## src/rtl/core/h2r_pkg.sv

```systemverilog
// Shared types and constants for the HSV to RGB converter.
package h2r_pkg;

  // Field widths
  localparam int unsigned HueW  = 12;
  localparam int unsigned PctW  = 7;
  localparam int unsigned ChanW = 8;
  localparam int unsigned QuoW  = 13;   // floor(hue*5/3) for any 12-bit hue
  localparam int unsigned WW    = 18;   // signed channel weight, -27000..100000

  // Default depth of the queue between front and back
  localparam int unsigned H2R_QDEPTH = 4;

  // floor(n/3) == (n * 43691) >> 17 for n < 2^17
  localparam logic [15:0] DIV3_MUL = 16'd43691;
  localparam int unsigned DIV3_SHIFT = 17;

  // floor(n/78125) == (n * 56294996) >> 42 for n < 2^25
  localparam logic [25:0] DIV5P7_MUL = 26'd56294996;
  localparam int unsigned DIV5P7_SHIFT = 42;

  // Weight of the channel that carries the full chroma: s*1000 + 1000*(100-s)
  localparam logic signed [WW-1:0] W_FULL = 18'sd100000;

  // Hue sector: first name is the channel at full chroma, second the one at x
  typedef enum logic [2:0] {
    SEC_RED_GRN = 3'd0,   // hue below 600
    SEC_GRN_RED = 3'd1,   // 600..1199
    SEC_GRN_BLU = 3'd2,   // 1200..1799
    SEC_BLU_GRN = 3'd3,   // 1800..2399
    SEC_BLU_RED = 3'd4,   // 2400..2999
    SEC_RED_BLU = 3'd5    // 3000 and up
  } sector_e;

  // Classified word handed from front to back
  typedef struct packed {
    sector_e          sector;
    logic [QuoW-1:0]  quo;    // floor(hue*5/3)
    logic [PctW-1:0]  sat;
    logic [PctW-1:0]  val;
  } item_t;

endpackage

```

## src/rtl/core/hsv_to_rgb_converter.sv

```systemverilog
// Top level of the HSV to RGB converter: front, queue and back pipeline.
//
//  channel   dir  handshake             tdata fields (low bit up)
//  s_axis    in   tvalid_i / tready_o   hue[11:0] sat[18:12] val[25:19] zero[31:26]
//  m_axis    out  tvalid_o / tready_i   red[7:0] green[15:8] blue[23:16]
//
// One word per cycle in and out when both sides keep up. A word passes one
// front register, the queue and four back stages: weights, the value
// multiply, the divide by 10^7 and the clamp.
// Reset clears all valid flags and the queue; there is no kept state.
// An output stall freezes the back pipeline; the queue then soaks up words
// from the front until full, and only then does s_axis_tready_o drop.
module hsv_to_rgb_converter #(
  parameter int unsigned QDepth = h2r_pkg::H2R_QDEPTH
) (
  input  logic        clk_i,
  input  logic        rst_ni,
  input  logic        s_axis_tvalid_i,
  output logic        s_axis_tready_o,
  input  logic [31:0] s_axis_tdata_i,    // hue[11:0], saturation[18:12], brightness[25:19]
  output logic        m_axis_tvalid_o,
  input  logic        m_axis_tready_i,
  output logic [23:0] m_axis_tdata_o     // red[7:0], green[15:8], blue[23:16]
);
  import h2r_pkg::*;

  localparam int unsigned LvlW = $clog2(QDepth + 1);

  // front to queue
  logic            f_valid, f_ready;
  item_t           f_item;
  // queue to back
  logic            b_valid, b_ready;
  item_t           b_item;
  logic [LvlW-1:0] q_level;
  logic [ChanW-1:0] red, green, blue;

  // Classify: scaled hue and sector, one register deep
  h2r_front u_front (
    .clk_i       (clk_i),
    .rst_ni      (rst_ni),
    .in_valid_i  (s_axis_tvalid_i),
    .in_ready_o  (s_axis_tready_o),
    .hue_i       (s_axis_tdata_i[11:0]),
    .sat_i       (s_axis_tdata_i[18:12]),
    .val_i       (s_axis_tdata_i[25:19]),
    .out_valid_o (f_valid),
    .out_ready_i (f_ready),
    .out_item_o  (f_item)
  );

  // Decouple: lets the front keep accepting while the back is stalled
  h2r_fifo #(
    .Depth (QDepth)
  ) u_fifo (
    .clk_i        (clk_i),
    .rst_ni       (rst_ni),
    .push_valid_i (f_valid),
    .push_ready_o (f_ready),
    .push_item_i  (f_item),
    .pop_valid_o  (b_valid),
    .pop_ready_i  (b_ready),
    .pop_item_o   (b_item),
    .level_o      (q_level)
  );

  // Compute: per-channel weights, scale by value, divide, clamp
  h2r_back u_back (
    .clk_i       (clk_i),
    .rst_ni      (rst_ni),
    .in_valid_i  (b_valid),
    .in_ready_o  (b_ready),
    .in_item_i   (b_item),
    .out_valid_o (m_axis_tvalid_o),
    .out_ready_i (m_axis_tready_i),
    .out_red_o   (red),
    .out_green_o (green),
    .out_blue_o  (blue)
  );

  assign m_axis_tdata_o = {blue, green, red};

  // Queue never takes a word while full
  assert property (@(posedge clk_i) disable iff (!rst_ni)
    (f_valid && f_ready) |-> (q_level != LvlW'(QDepth)))
    else $error("queue push while full");

  // Queue never hands out a word while empty
  assert property (@(posedge clk_i) disable iff (!rst_ni)
    (b_valid && b_ready) |-> (q_level != '0))
    else $error("queue pop while empty");

  // Fill level tracks pushes and pops exactly
  assert property (@(posedge clk_i) disable iff (!rst_ni)
    1'b1 |=> (q_level == LvlW'($past(q_level) + LvlW'($past(f_valid && f_ready))
                                - LvlW'($past(b_valid && b_ready)))))
    else $error("queue level out of step");

  // A stalled back pipeline pulls nothing from the queue
  assert property (@(posedge clk_i) disable iff (!rst_ni)
    (m_axis_tvalid_o && !m_axis_tready_i) |-> !b_ready)
    else $error("back pipeline advanced under stall");

endmodule

```

## src/rtl/core/h2r_front.sv

```systemverilog
// Front stage: accept a word, find its hue sector and scaled hue.
module h2r_front (
  input  logic                        clk_i,
  input  logic                        rst_ni,
  input  logic                        in_valid_i,
  output logic                        in_ready_o,
  input  logic [h2r_pkg::HueW-1:0]    hue_i,
  input  logic [h2r_pkg::PctW-1:0]    sat_i,
  input  logic [h2r_pkg::PctW-1:0]    val_i,
  output logic                        out_valid_o,
  input  logic                        out_ready_i,
  output h2r_pkg::item_t              out_item_o
);
  import h2r_pkg::*;

  logic        valid_q, valid_d;
  item_t       item_q, item_d;
  logic [14:0] hue5;
  logic [30:0] prod3;
  logic        take;

  assign in_ready_o  = !valid_q || out_ready_i;
  assign take        = in_valid_i && in_ready_o;
  assign out_valid_o = valid_q;
  assign out_item_o  = item_q;

  always_comb begin
    hue5  = {hue_i, 2'b00} + {3'b000, hue_i};
    prod3 = {16'd0, hue5} * {15'd0, DIV3_MUL};

    item_d     = item_q;
    item_d.quo = prod3[DIV3_SHIFT +: QuoW];
    item_d.sat = sat_i;
    item_d.val = val_i;
    if (hue_i < 12'd600) begin
      item_d.sector = SEC_RED_GRN;
    end else if (hue_i < 12'd1200) begin
      item_d.sector = SEC_GRN_RED;
    end else if (hue_i < 12'd1800) begin
      item_d.sector = SEC_GRN_BLU;
    end else if (hue_i < 12'd2400) begin
      item_d.sector = SEC_BLU_GRN;
    end else if (hue_i < 12'd3000) begin
      item_d.sector = SEC_BLU_RED;
    end else begin
      item_d.sector = SEC_RED_BLU;
    end

    valid_d = take ? 1'b1 : (out_ready_i ? 1'b0 : valid_q);
  end

  always_ff @(posedge clk_i or negedge rst_ni) begin
    if (!rst_ni) begin
      valid_q <= 1'b0;
    end else begin
      valid_q <= valid_d;
    end
  end

  always_ff @(posedge clk_i) begin
    if (take) begin
      item_q <= item_d;
    end
  end

endmodule

```

## src/rtl/core/h2r_fifo.sv

```systemverilog
// Short queue of classified words between front and back.
module h2r_fifo #(
  parameter int unsigned Depth = h2r_pkg::H2R_QDEPTH
) (
  input  logic                          clk_i,
  input  logic                          rst_ni,
  input  logic                          push_valid_i,
  output logic                          push_ready_o,
  input  h2r_pkg::item_t                push_item_i,
  output logic                          pop_valid_o,
  input  logic                          pop_ready_i,
  output h2r_pkg::item_t                pop_item_o,
  output logic [$clog2(Depth+1)-1:0]    level_o
);
  import h2r_pkg::*;

  localparam int unsigned PtrW = (Depth > 1) ? $clog2(Depth) : 1;
  localparam int unsigned LvlW = $clog2(Depth + 1);

  item_t           mem_q [Depth];
  logic [PtrW-1:0] wr_ptr_q, wr_ptr_d, rd_ptr_q, rd_ptr_d;
  logic [LvlW-1:0] level_q, level_d;
  logic            push, pop;

  assign push_ready_o = (level_q != LvlW'(Depth));
  assign pop_valid_o  = (level_q != '0);
  assign push         = push_valid_i && push_ready_o;
  assign pop          = pop_valid_o && pop_ready_i;
  assign pop_item_o   = mem_q[rd_ptr_q];
  assign level_o      = level_q;

  always_comb begin
    wr_ptr_d = wr_ptr_q;
    rd_ptr_d = rd_ptr_q;
    level_d  = level_q;
    if (push) begin
      wr_ptr_d = (wr_ptr_q == PtrW'(Depth - 1)) ? '0 : wr_ptr_q + 1'b1;
    end
    if (pop) begin
      rd_ptr_d = (rd_ptr_q == PtrW'(Depth - 1)) ? '0 : rd_ptr_q + 1'b1;
    end
    if (push && !pop) begin
      level_d = level_q + 1'b1;
    end else if (pop && !push) begin
      level_d = level_q - 1'b1;
    end
  end

  always_ff @(posedge clk_i or negedge rst_ni) begin
    if (!rst_ni) begin
      wr_ptr_q <= '0;
      rd_ptr_q <= '0;
      level_q  <= '0;
    end else begin
      wr_ptr_q <= wr_ptr_d;
      rd_ptr_q <= rd_ptr_d;
      level_q  <= level_d;
    end
  end

  always_ff @(posedge clk_i) begin
    if (push) begin
      mem_q[wr_ptr_q] <= push_item_i;
    end
  end

endmodule

```

## src/rtl/core/h2r_back.sv

```systemverilog
// Back pipeline: weights, scaling by value, divide by 10^7, clamp.
module h2r_back (
  input  logic                        clk_i,
  input  logic                        rst_ni,
  input  logic                        in_valid_i,
  output logic                        in_ready_o,
  input  h2r_pkg::item_t              in_item_i,
  output logic                        out_valid_o,
  input  logic                        out_ready_i,
  output logic [h2r_pkg::ChanW-1:0]   out_red_o,
  output logic [h2r_pkg::ChanW-1:0]   out_green_o,
  output logic [h2r_pkg::ChanW-1:0]   out_blue_o
);
  import h2r_pkg::*;

  localparam int unsigned PW = 26;   // signed v*w

  logic en;

  // stage 1: position in the 120-degree span, x and zero weights
  logic                   v1_q;
  sector_e                sec1_q;
  logic [PctW-1:0]        val1_q;
  logic signed [WW-1:0]   wx1_q, wz1_q;
  logic [12:0]            t_a;
  logic [10:0]            t_b;
  logic [9:0]             span_dist, kx;
  logic [16:0]            sx, s1000;
  logic signed [18:0]     m0_full, wx_full;

  // stage 2: v*w per channel
  logic                   v2_q;
  logic signed [PW-1:0]   p2_q [3];
  logic signed [WW-1:0]   wsel [3];
  logic signed [PW-1:0]   p_d [3];

  // stage 3: quotient by 10^7
  logic                   v3_q;
  logic                   neg3_q [3];
  logic [8:0]             quo3_q [3];
  logic [8:0]             quo_d [3];
  logic [23:0]            pn [3];
  logic [31:0]            n255 [3];
  logic [50:0]            prod [3];

  // stage 4: clamped output
  logic                   v4_q;
  logic [ChanW-1:0]       ch4_q [3];
  logic [ChanW-1:0]       ch_d [3];

  assign en          = !v4_q || out_ready_i;
  assign in_ready_o  = en;
  assign out_valid_o = v4_q;
  assign out_red_o   = ch4_q[0];
  assign out_green_o = ch4_q[1];
  assign out_blue_o  = ch4_q[2];

  always_comb begin
    t_a       = (in_item_i.quo >= 13'd4000) ? in_item_i.quo - 13'd4000 : in_item_i.quo;
    t_b       = (t_a >= 13'd2000) ? 11'(t_a - 13'd2000) : t_a[10:0];
    span_dist = (t_b >= 11'd1000) ? 10'(t_b - 11'd1000) : 10'(11'd1000 - t_b);
    kx        = 10'd1000 - span_dist;
    sx        = {10'd0, in_item_i.sat} * {7'd0, kx};
    s1000     = {10'd0, in_item_i.sat} * 17'd1000;
    m0_full   = 19'sd100000 - $signed({2'b00, s1000});
    wx_full   = m0_full + $signed({2'b00, sx});
  end

  always_comb begin
    wsel[0] = wz1_q;
    wsel[1] = wz1_q;
    wsel[2] = wz1_q;
    unique case (sec1_q)
      SEC_RED_GRN: begin wsel[0] = W_FULL; wsel[1] = wx1_q;  end
      SEC_GRN_RED: begin wsel[0] = wx1_q;  wsel[1] = W_FULL; end
      SEC_GRN_BLU: begin wsel[1] = W_FULL; wsel[2] = wx1_q;  end
      SEC_BLU_GRN: begin wsel[1] = wx1_q;  wsel[2] = W_FULL; end
      SEC_BLU_RED: begin wsel[0] = wx1_q;  wsel[2] = W_FULL; end
      SEC_RED_BLU: begin wsel[0] = W_FULL; wsel[2] = wx1_q;  end
      default: ;
    endcase
    for (int i = 0; i < 3; i++) begin
      p_d[i] = $signed({{(PW-PctW){1'b0}}, val1_q}) *
               $signed({{(PW-WW){wsel[i][WW-1]}}, wsel[i]});
    end
  end

  // 255*P >> 7, then divide by 5^7; the sign bit wins over the quotient
  always_comb begin
    for (int i = 0; i < 3; i++) begin
      pn[i]    = p2_q[i][23:0];
      n255[i]  = {pn[i], 8'd0} - {8'd0, pn[i]};
      prod[i]  = {26'd0, n255[i][31:7]} * {25'd0, DIV5P7_MUL};
      quo_d[i] = prod[i][DIV5P7_SHIFT +: 9];
      ch_d[i]  = neg3_q[i] ? '0 : (quo3_q[i][8] ? '1 : quo3_q[i][7:0]);
    end
  end

  always_ff @(posedge clk_i or negedge rst_ni) begin
    if (!rst_ni) begin
      v1_q <= 1'b0;
      v2_q <= 1'b0;
      v3_q <= 1'b0;
      v4_q <= 1'b0;
    end else if (en) begin
      v1_q <= in_valid_i;
      v2_q <= v1_q;
      v3_q <= v2_q;
      v4_q <= v3_q;
    end
  end

  always_ff @(posedge clk_i) begin
    if (en) begin
      sec1_q <= in_item_i.sector;
      val1_q <= in_item_i.val;
      wx1_q  <= wx_full[WW-1:0];
      wz1_q  <= m0_full[WW-1:0];
      for (int i = 0; i < 3; i++) begin
        p2_q[i]   <= p_d[i];
        neg3_q[i] <= p2_q[i][PW-1];
        quo3_q[i] <= quo_d[i];
        ch4_q[i]  <= ch_d[i];
      end
    end
  end

endmodule

```

## config.mk

```make
export PLATFORM = sky130hd
export DESIGN_NAME = hsv_to_rgb_converter
export DESIGN_NICKNAME = d
export VERILOG_FILES = /design/src/rtl/core/h2r_pkg.sv /design/src/rtl/core/hsv_to_rgb_converter.sv /design/src/rtl/core/h2r_front.sv /design/src/rtl/core/h2r_fifo.sv /design/src/rtl/core/h2r_back.sv
export SDC_FILE = /design/constraint.sdc
export NUM_CORES = 2
export LEC_CHECK = 0
export BUFFER_PORTS_ARGS = -buffer_cell sky130_fd_sc_hd__buf_2
export CORE_ASPECT_RATIO = 0.5
export CORE_MARGIN = 1.5
export CORE_UTILIZATION = 40
export DETAILED_ROUTE_END_ITERATION = 7
export PLACE_DENSITY = 0.62
export SYNTH_ARGS = -nofsm -noshare
export SYNTH_HDL_FRONTEND = slang
export SYNTH_SLANG_ARGS = --single-unit
export TNS_END_PERCENT = 20
```

## constraint.sdc

```tcl
create_clock -name clk_i -period 19.8 [get_ports clk_i]
set_input_delay 0.99 -clock clk_i [delete_from_list [all_inputs] [get_ports clk_i]]
set_output_delay 0.99 -clock clk_i [all_outputs]
set_load 0.01 [all_outputs]
```

# [Word level (Yosys, flattened, before mapping)]
# Memory sizes are Yosys's and may differ from the RTL's.
# Index checks and enable logic that the tools add are counted.
[word_totals] reg_bits=88 ram_bits=252 out_inout_bits=26 mem_count=5
[memory_table] memory="u_fifo.mem_q" words=4 width=30 read_ports=1 rd_ports_with_merged_regs=0 wr=1 line="h2r_fifo.sv:20" rtl="item_t mem_q [Depth];"
[memory_table] memory="u_back.p2_q" words=3 width=26 read_ports=3 rd_ports_with_merged_regs=0 wr=3 line="h2r_back.sv:33" rtl="logic signed [PW-1:0] p2_q [3];"
[memory_table] memory="u_back.quo3_q" words=3 width=9 read_ports=3 rd_ports_with_merged_regs=0 wr=3 line="h2r_back.sv:40" rtl="logic [8:0] quo3_q [3];"
[memory_table] memory="u_back.ch4_q" words=3 width=8 read_ports=3 rd_ports_with_merged_regs=0 wr=3 line="h2r_back.sv:48" rtl="logic [ChanW-1:0] ch4_q [3];"
[memory_table] memory="u_back.neg3_q" words=3 width=1 read_ports=3 rd_ports_with_merged_regs=0 wr=3 line="h2r_back.sv:39" rtl="logic neg3_q [3];"
[classes] add_sub_neg=15 multipliers=9 magnitude_cmp=8 eq_ne=8 n_mux=26 reduce_logical=23
[op_table] cell="$mul 25x24->49 const B" count=3
[op_table] cell="$pmux 18 s2" count=3
[op_table] cell="$sub 32x24->32" count=3
[op_table] cell="$mul 8x18->26" count=3
[op_table] cell="$mux 8" count=6
[op_table] cell="$mul 15x16->30 const B" count=1
[op_table] cell="$lt 12x11->1 const B" count=2
[op_table] cell="$lt 12x12->1 const B" count=2
[op_table] cell="$sub 10x10->10 const A" count=2
[op_table] cell="$add 18x18->18" count=1
[op_table] cell="$sub 17x17->18 const A" count=1
[op_table] cell="$mul 7x10->17" count=1
[op_table] cell="$add 14x12->15" count=1
[op_table] cell="$mul 7x7->14 const B" count=1
[op_table] cell="$reduce_or 2->1" count=7
[op_table] cell="$ge 13x11->1 const B" count=1
[op_table] cell="$ge 13x12->1 const B" count=1
[op_table] cell="$mux 13" count=1
[op_table] cell="$sub 13x12->13 const B" count=1
[op_table] cell="$lt 12x10->1 const B" count=1
[op_table] cell="$ge 11x10->1 const B" count=1
[op_table] cell="$mux 11" count=1
[op_table] cell="$sub 11x11->11 const B" count=1
[op_table] cell="$mux 10" count=1
[op_table] cell="19 further kinds" count=43

# [Depth between registers and ports, before layout]
# An unclocked memory read counts as a cell.
[logic_depth] depth_word=10 mapped_depth=48 ltp_nobuf=45

# [Cells and area by module]
# Synthesis repeated with hierarchy kept, for this count alone.
[hier_totals] cells_unflattened=6784 hier_area_um2=70871.7
[by_module_without_submodules] mod="h2r_back" instances=1 cells_each=6090 area_per_inst_um2=60863.4 seq_area_each_um2=5265.0
[by_module_without_submodules] mod="h2r_front" instances=1 cells_each=501 area_per_inst_um2=5247.5 seq_area_each_um2=925.9
[by_module_without_submodules] mod="h2r_fifo" instances=1 cells_each=193 area_per_inst_um2=4760.8 seq_area_each_um2=3778.6

# [Worst setup path before layout]
# Ideal clock, no wire load.
[synth_timing] kind="reg2reg" startpoint="register u_fifo.rd_ptr_q[1]" endpoint="register u_back.wx1_q[17] (data pin)" arrival_time_ns=9.955 t_required_ns=19.542 path_slack_ns=9.588 stages_incl_launch_ff=47 n_path_buf=3 cell_sequence="dfrtp_1 -> buf_2 -> buf_1 -> mux2_2 -> o21a_1 -> clkinv_1 -> ha_1 -> nor2b_1 -> a2111oi_0 -> a311oi_2 -> nor2_1 -> a31o_2 -> a21oi_1 -> ha_1 -> inv_1 -> a31o_1 -> a21oi_1 -> mux2_2 -> (+11 left out) -> inv_1 -> ha_1 -> a21boi_0 -> o21ai_0 -> a21boi_0 -> nor2_1 -> ha_1 -> o21ai_0 -> a21boi_0 -> o21ai_0 -> a21boi_0 -> o21ai_0 -> a21boi_0 -> o21ai_0 -> nand2b_1 -> a21o_1 -> a21oi_1 -> xnor2_1"
[synth_between] elab_chain_cells=10 elab_cells_between_ends=16 classes_between="add/sub (7); mul (2); order compare (3); mux (3); memory (1)"
[synth_rtl] item="start: declaration" line="h2r_fifo.sv:21" rtl="logic [PtrW-1:0] wr_ptr_q, wr_ptr_d, rd_ptr_q, rd_ptr_d;"
[synth_rtl] item="start signal: assignment" line="h2r_fifo.sv:56" rtl="rd_ptr_q <= rd_ptr_d;"
[synth_rtl] item="$mem_v2 4x30 (*)"
[synth_rtl] item="$sub 13x12->13 or $ge 13x12->1 (tied branches)" line="h2r_back.sv:59" rtl="t_a = (in_item_i.quo >= 13'd4000) ? in_item_i.quo - 13'd4000 : in_item_i.quo;"
[synth_rtl] item="$mux 13" line="h2r_back.sv:59"
[synth_rtl] item="$sub 11x11->11 or $ge 13x11->1 (tied branches)" line="h2r_back.sv:60" rtl="t_b = (t_a >= 13'd2000) ? 11'(t_a - 13'd2000) : t_a[10:0];"
[synth_rtl] item="$mux 11" line="h2r_back.sv:60"
[synth_rtl] item="$sub 10x10->10 or $ge 11x10->1 (tied branches)" line="h2r_back.sv:61" rtl="span_dist = (t_b >= 11'd1000) ? 10'(t_b - 11'd1000) : 10'(11'd1000 - t_b);"
[synth_rtl] item="$mux 10" line="h2r_back.sv:61"
[synth_rtl] item="$sub 10x10->10" line="h2r_back.sv:62" rtl="kx = 10'd1000 - span_dist;"
[synth_rtl] item="$mul 7x10->17" line="h2r_back.sv:63" rtl="sx = {10'd0, in_item_i.sat} * {7'd0, kx};"
[synth_rtl] item="$add 18x18->18 (*)" line="h2r_back.sv:66" rtl="wx_full = m0_full + $signed({2'b00, sx});"
[synth_rtl] item="net u_back.wx_full[17]" line="h2r_back.sv:29" rtl="logic signed [18:0] m0_full, wx_full;"
[synth_rtl] item="end signal: assignment" line="h2r_back.sv:117" rtl="wx1_q <= wx_full[WW-1:0];"
[synth_rtl] item="end: declaration" line="h2r_back.sv:24" rtl="logic signed [WW-1:0] wx1_q, wz1_q;"
# Mark *: on every way through the listed nets, which the timed path passes. The rest lies on a longest branch.
# A chain may end at the register's enable or synchronous reset.

# [Worst setup path after layout]
# Ends and elaborated chain as after synthesis.

==> reports/qor.yml <==
synthesis:
  synth_area_leader_cell: "fa_1"
  synth_warnings: 0
  synth_edf_count: 322
  synth_area_leaders: "fa_1, ha_1, edfxtp_1"
  post_synth_num_cell_types: 86
  seq_area_frac_synth_pct: 14.2
  async_flop_share_pct: 3.59
  synth_area_mm2: 0.0701
  syn_area_per_cell_um2: 10.5
  synth_nets: 9131
  synth_ff_type: "edfxtp_1"
  ys_ff_latch: 334
  synthCells: 6687
  synth_top_cell_area_share_pct: 38.0
clocking:
  cts_root_buffer: "clkbuf_16"
  ctsHoldBuffers: 0
  clock_sinks: 334
  clk_latency_ps: 620
  h-tree-depth: 2
  cts_inserted_buffers: 41
  cts.repair.resized: 0
  cts_tree: "done"
  cts_setup_buffers: 0
  cts_buffer_depth: 3
  clkTransAtPathRegs_ps: 60
floorplan:
  die_w_um: 595
  die_area_mm2: 0.178
  start_util_pct: 40.3
  rows: 108
  ios: 62
  die_h_um: 299
  design.core.area_mm2: 0.174
global_routing:
  grt_usage_pct: 17.0
  grt_antenna_before_repair: 1
  gr-total-overflow: 0
  grt_pass1_wl_um: 242000
  grt_pass1_vias: 46100
  grt_start_max_net_pins: 67
setup_path:
  critPathSlowestCell: "a21oi_1"
  cp.arrival_ps: 12470
  worstSetupEndpointType: "register"
  cp_slowest_stage_delay_ps: 620
  crit_fanout: 42
  critPathLaunchType: "register"
  worstSetupPathType: "reg -> reg"
  cp.required_ps: 20150
detailed_routing:
  avgRoutedWirePerCell_um: 16.1
  avgViaCountPerCell: 4.81
  ant_nets: 0
  dr.pass1.iters: 5
  drtIter0Drc: 2193
  drc: 0
  via_count: 43800
  wl_um: 146000
cells_and_area:
  fin_nets: 9193
  drive_gt1_share_pct: 3.63
  areaGrowthSynthToFinish_pct: 6.59
timing:
  finalMaxSlewViolations: 0
  finalCritPeriodShare_pct: 61.2
  tightest_slew_ps: 1110
  rsz0062_at_grt: "false"
  hold_violations: 0
  setup_viol: 0
  fin_skew_ps: 31.7
  period_needed_ps: 12120
  max_freq_mhz: 82.5
  setup_tns_ps: 0
  slew_headroom_pct: 26.0
run:
  max_cap_viol_count: 0
place:
  globalplace.congestion: 0.923
  port_buffers: 55
  place_hpwl_um: 127000
run_status:
  status: "finished, final reports clean"
min_path:
  hold_class: "in -> async"
-- synth_stat cells, types with 10 or more instances --
cell type  count
a211oi_1      13
o21a_1        33
mux4_2        21
a31oi_1       18
nand3_1       32
xor2_1        59
nand2_1      184
nor3_1        60
and3_1        88
o21bai_1      25
a21boi_0      19
nand4_1       15
nand2b_1      25
clkbuf_1      71
a21oi_1      178
o211ai_1      10
nor2b_1       44
or3_1         15
a21o_1        78
o21ai_0      102
mux2i_1       15
a41oi_1       12
xnor2_1      215
dfrtp_1       12
inv_1       1938
mux2_2        17
and2_1       228
nor2_1       241
nor4_1        12
or2_2         10
a22o_1        28
edfxtp_1     322
fa_1        1331
ha_1        1077
-- path summary, 6_finish.rpt --
| check | from | to | slack [ps] | cells past startpoint |
|---|---|---|---|---|
| worst min register to register | u_back.p2_q[0][51] | u_back.neg3_q[0][1] | 420 | 0 |
| worst max register to register | u_fifo.rd_ptr_q[1] | u_back.wx1_q[17] | 7680 | 44 |
| min in group clk_i | u_back.p2_q[0][51] | u_back.neg3_q[0][1] | 420 | 0 |
| max in group asynchronous | rst_ni | u_fifo.rd_ptr_q[1] | 19290 | 1 |
| worst max-delay path | u_fifo.rd_ptr_q[1] | u_back.wx1_q[17] | 7680 | 44 |
| worst min-delay path | rst_ni | u_fifo.wr_ptr_q[0] | 260 | 1 |
-- kinds of logic (layout without fill, tap and decap cells) --
kind of cell	Yosys count	count (layout)	synth area share (%)
compound gates	611	611	5.78
xor+xnor	274	274	3.43
fa+ha+maj	2410	2410	57.3
buf+inv	2024	2118	10.9
flops	334	334	14.2
mux	55	55	1.22
other cells	0	1	0
simple gates	979	979	7.15
-- layer usage --
layer  GRT usage, %  wire length [um]
met3           1.94              6040
met5              0                 0
met4           2.88              2080
met1           23.8             67800
met2           28.7             70100
-- sequential cells by signal, summed over array words and instances, names as in the netlist, 7 cells and up --
name                flops
u_back.p2_q            75
u_fifo.mem_q          120
u_back.ch4_q           24
u_back.wx1_q           18
u_back.quo3_q          27
u_back.wz1_q           15
u_front.out_item_o     30
u_back.val1_q           7
-- metrics by stage --
stage | area (um2) | hold slack [ps] | utilization, % | instances | worst slack [ps]
after floorplan | 70100 | 400 | - | 6687 | 9590
after global placement | 73200 | 405 | 42.2 | 9016 | 7970
after detailed placement | 73200 | 405 | 42.2 | 9016 | 7860
after CTS | 74700 | 222 | 43.0 | 9091 | 7760
after global routing | 74700 | 250 | 43.0 | 9091 | 6460
final | 74700 | 257 | 43.0 | 9092 | 7680
-- area by class of cell --
class,count,area [um2]
Clock inverter,33,392
Sequential cell,334,9970
Tap cell,2310,2890
Antenna cell,1,2.50
Fill cell,16600,99000
Multi-Input combinational cell,4329,52500
Inverter,1939,7280
Clock buffer,42,1030
Timing Repair Buffer,104,643
-- cells in the final DEF (no fill, tap or decap), types with 10 or more instances in the layout --
master	n
xor2_1	59
mux2_2	17
a21o_1	78
mux2i_1	15
nor4_1	12
o21bai_1	25
nor2b_1	44
nor2_1	241
and2_1	228
nand2b_1	24
nand3_1	32
a21oi_1	178
a211oi_1	13
o21ai_0	102
ha_1	1077
inv_1	1938
nand2_1	184
dfrtp_1	10
nor3_1	59
and3_1	88
a22o_1	28
a41oi_1	12
or2_2	10
buf_4	49
fa_1	1331
or3_1	15
a21boi_0	19
edfxtp_1	322
xnor2_1	215
a31oi_1	18
o21a_1	33
nand4_1	15
clkbuf_16	41
o211ai_1	10
mux4_2	21
buf_2	55
-- worst max-delay path: cells and delay by family, from the launching register on --
kind	cells	cell delay [ps]
AND/OR/NAND/NOR	7	1370
XOR/XNOR	1	80
AO/OA/AOI/OAI	19	4720
multiplexers	2	690
buffers and inverters	7	1150
flip-flops	1	340
adder cells (fa/ha/maj)	8	3440
Power is left out: the tool's default activity adds up to more than one toggle a clock period on the data nets, which glitch-free logic cannot reach.
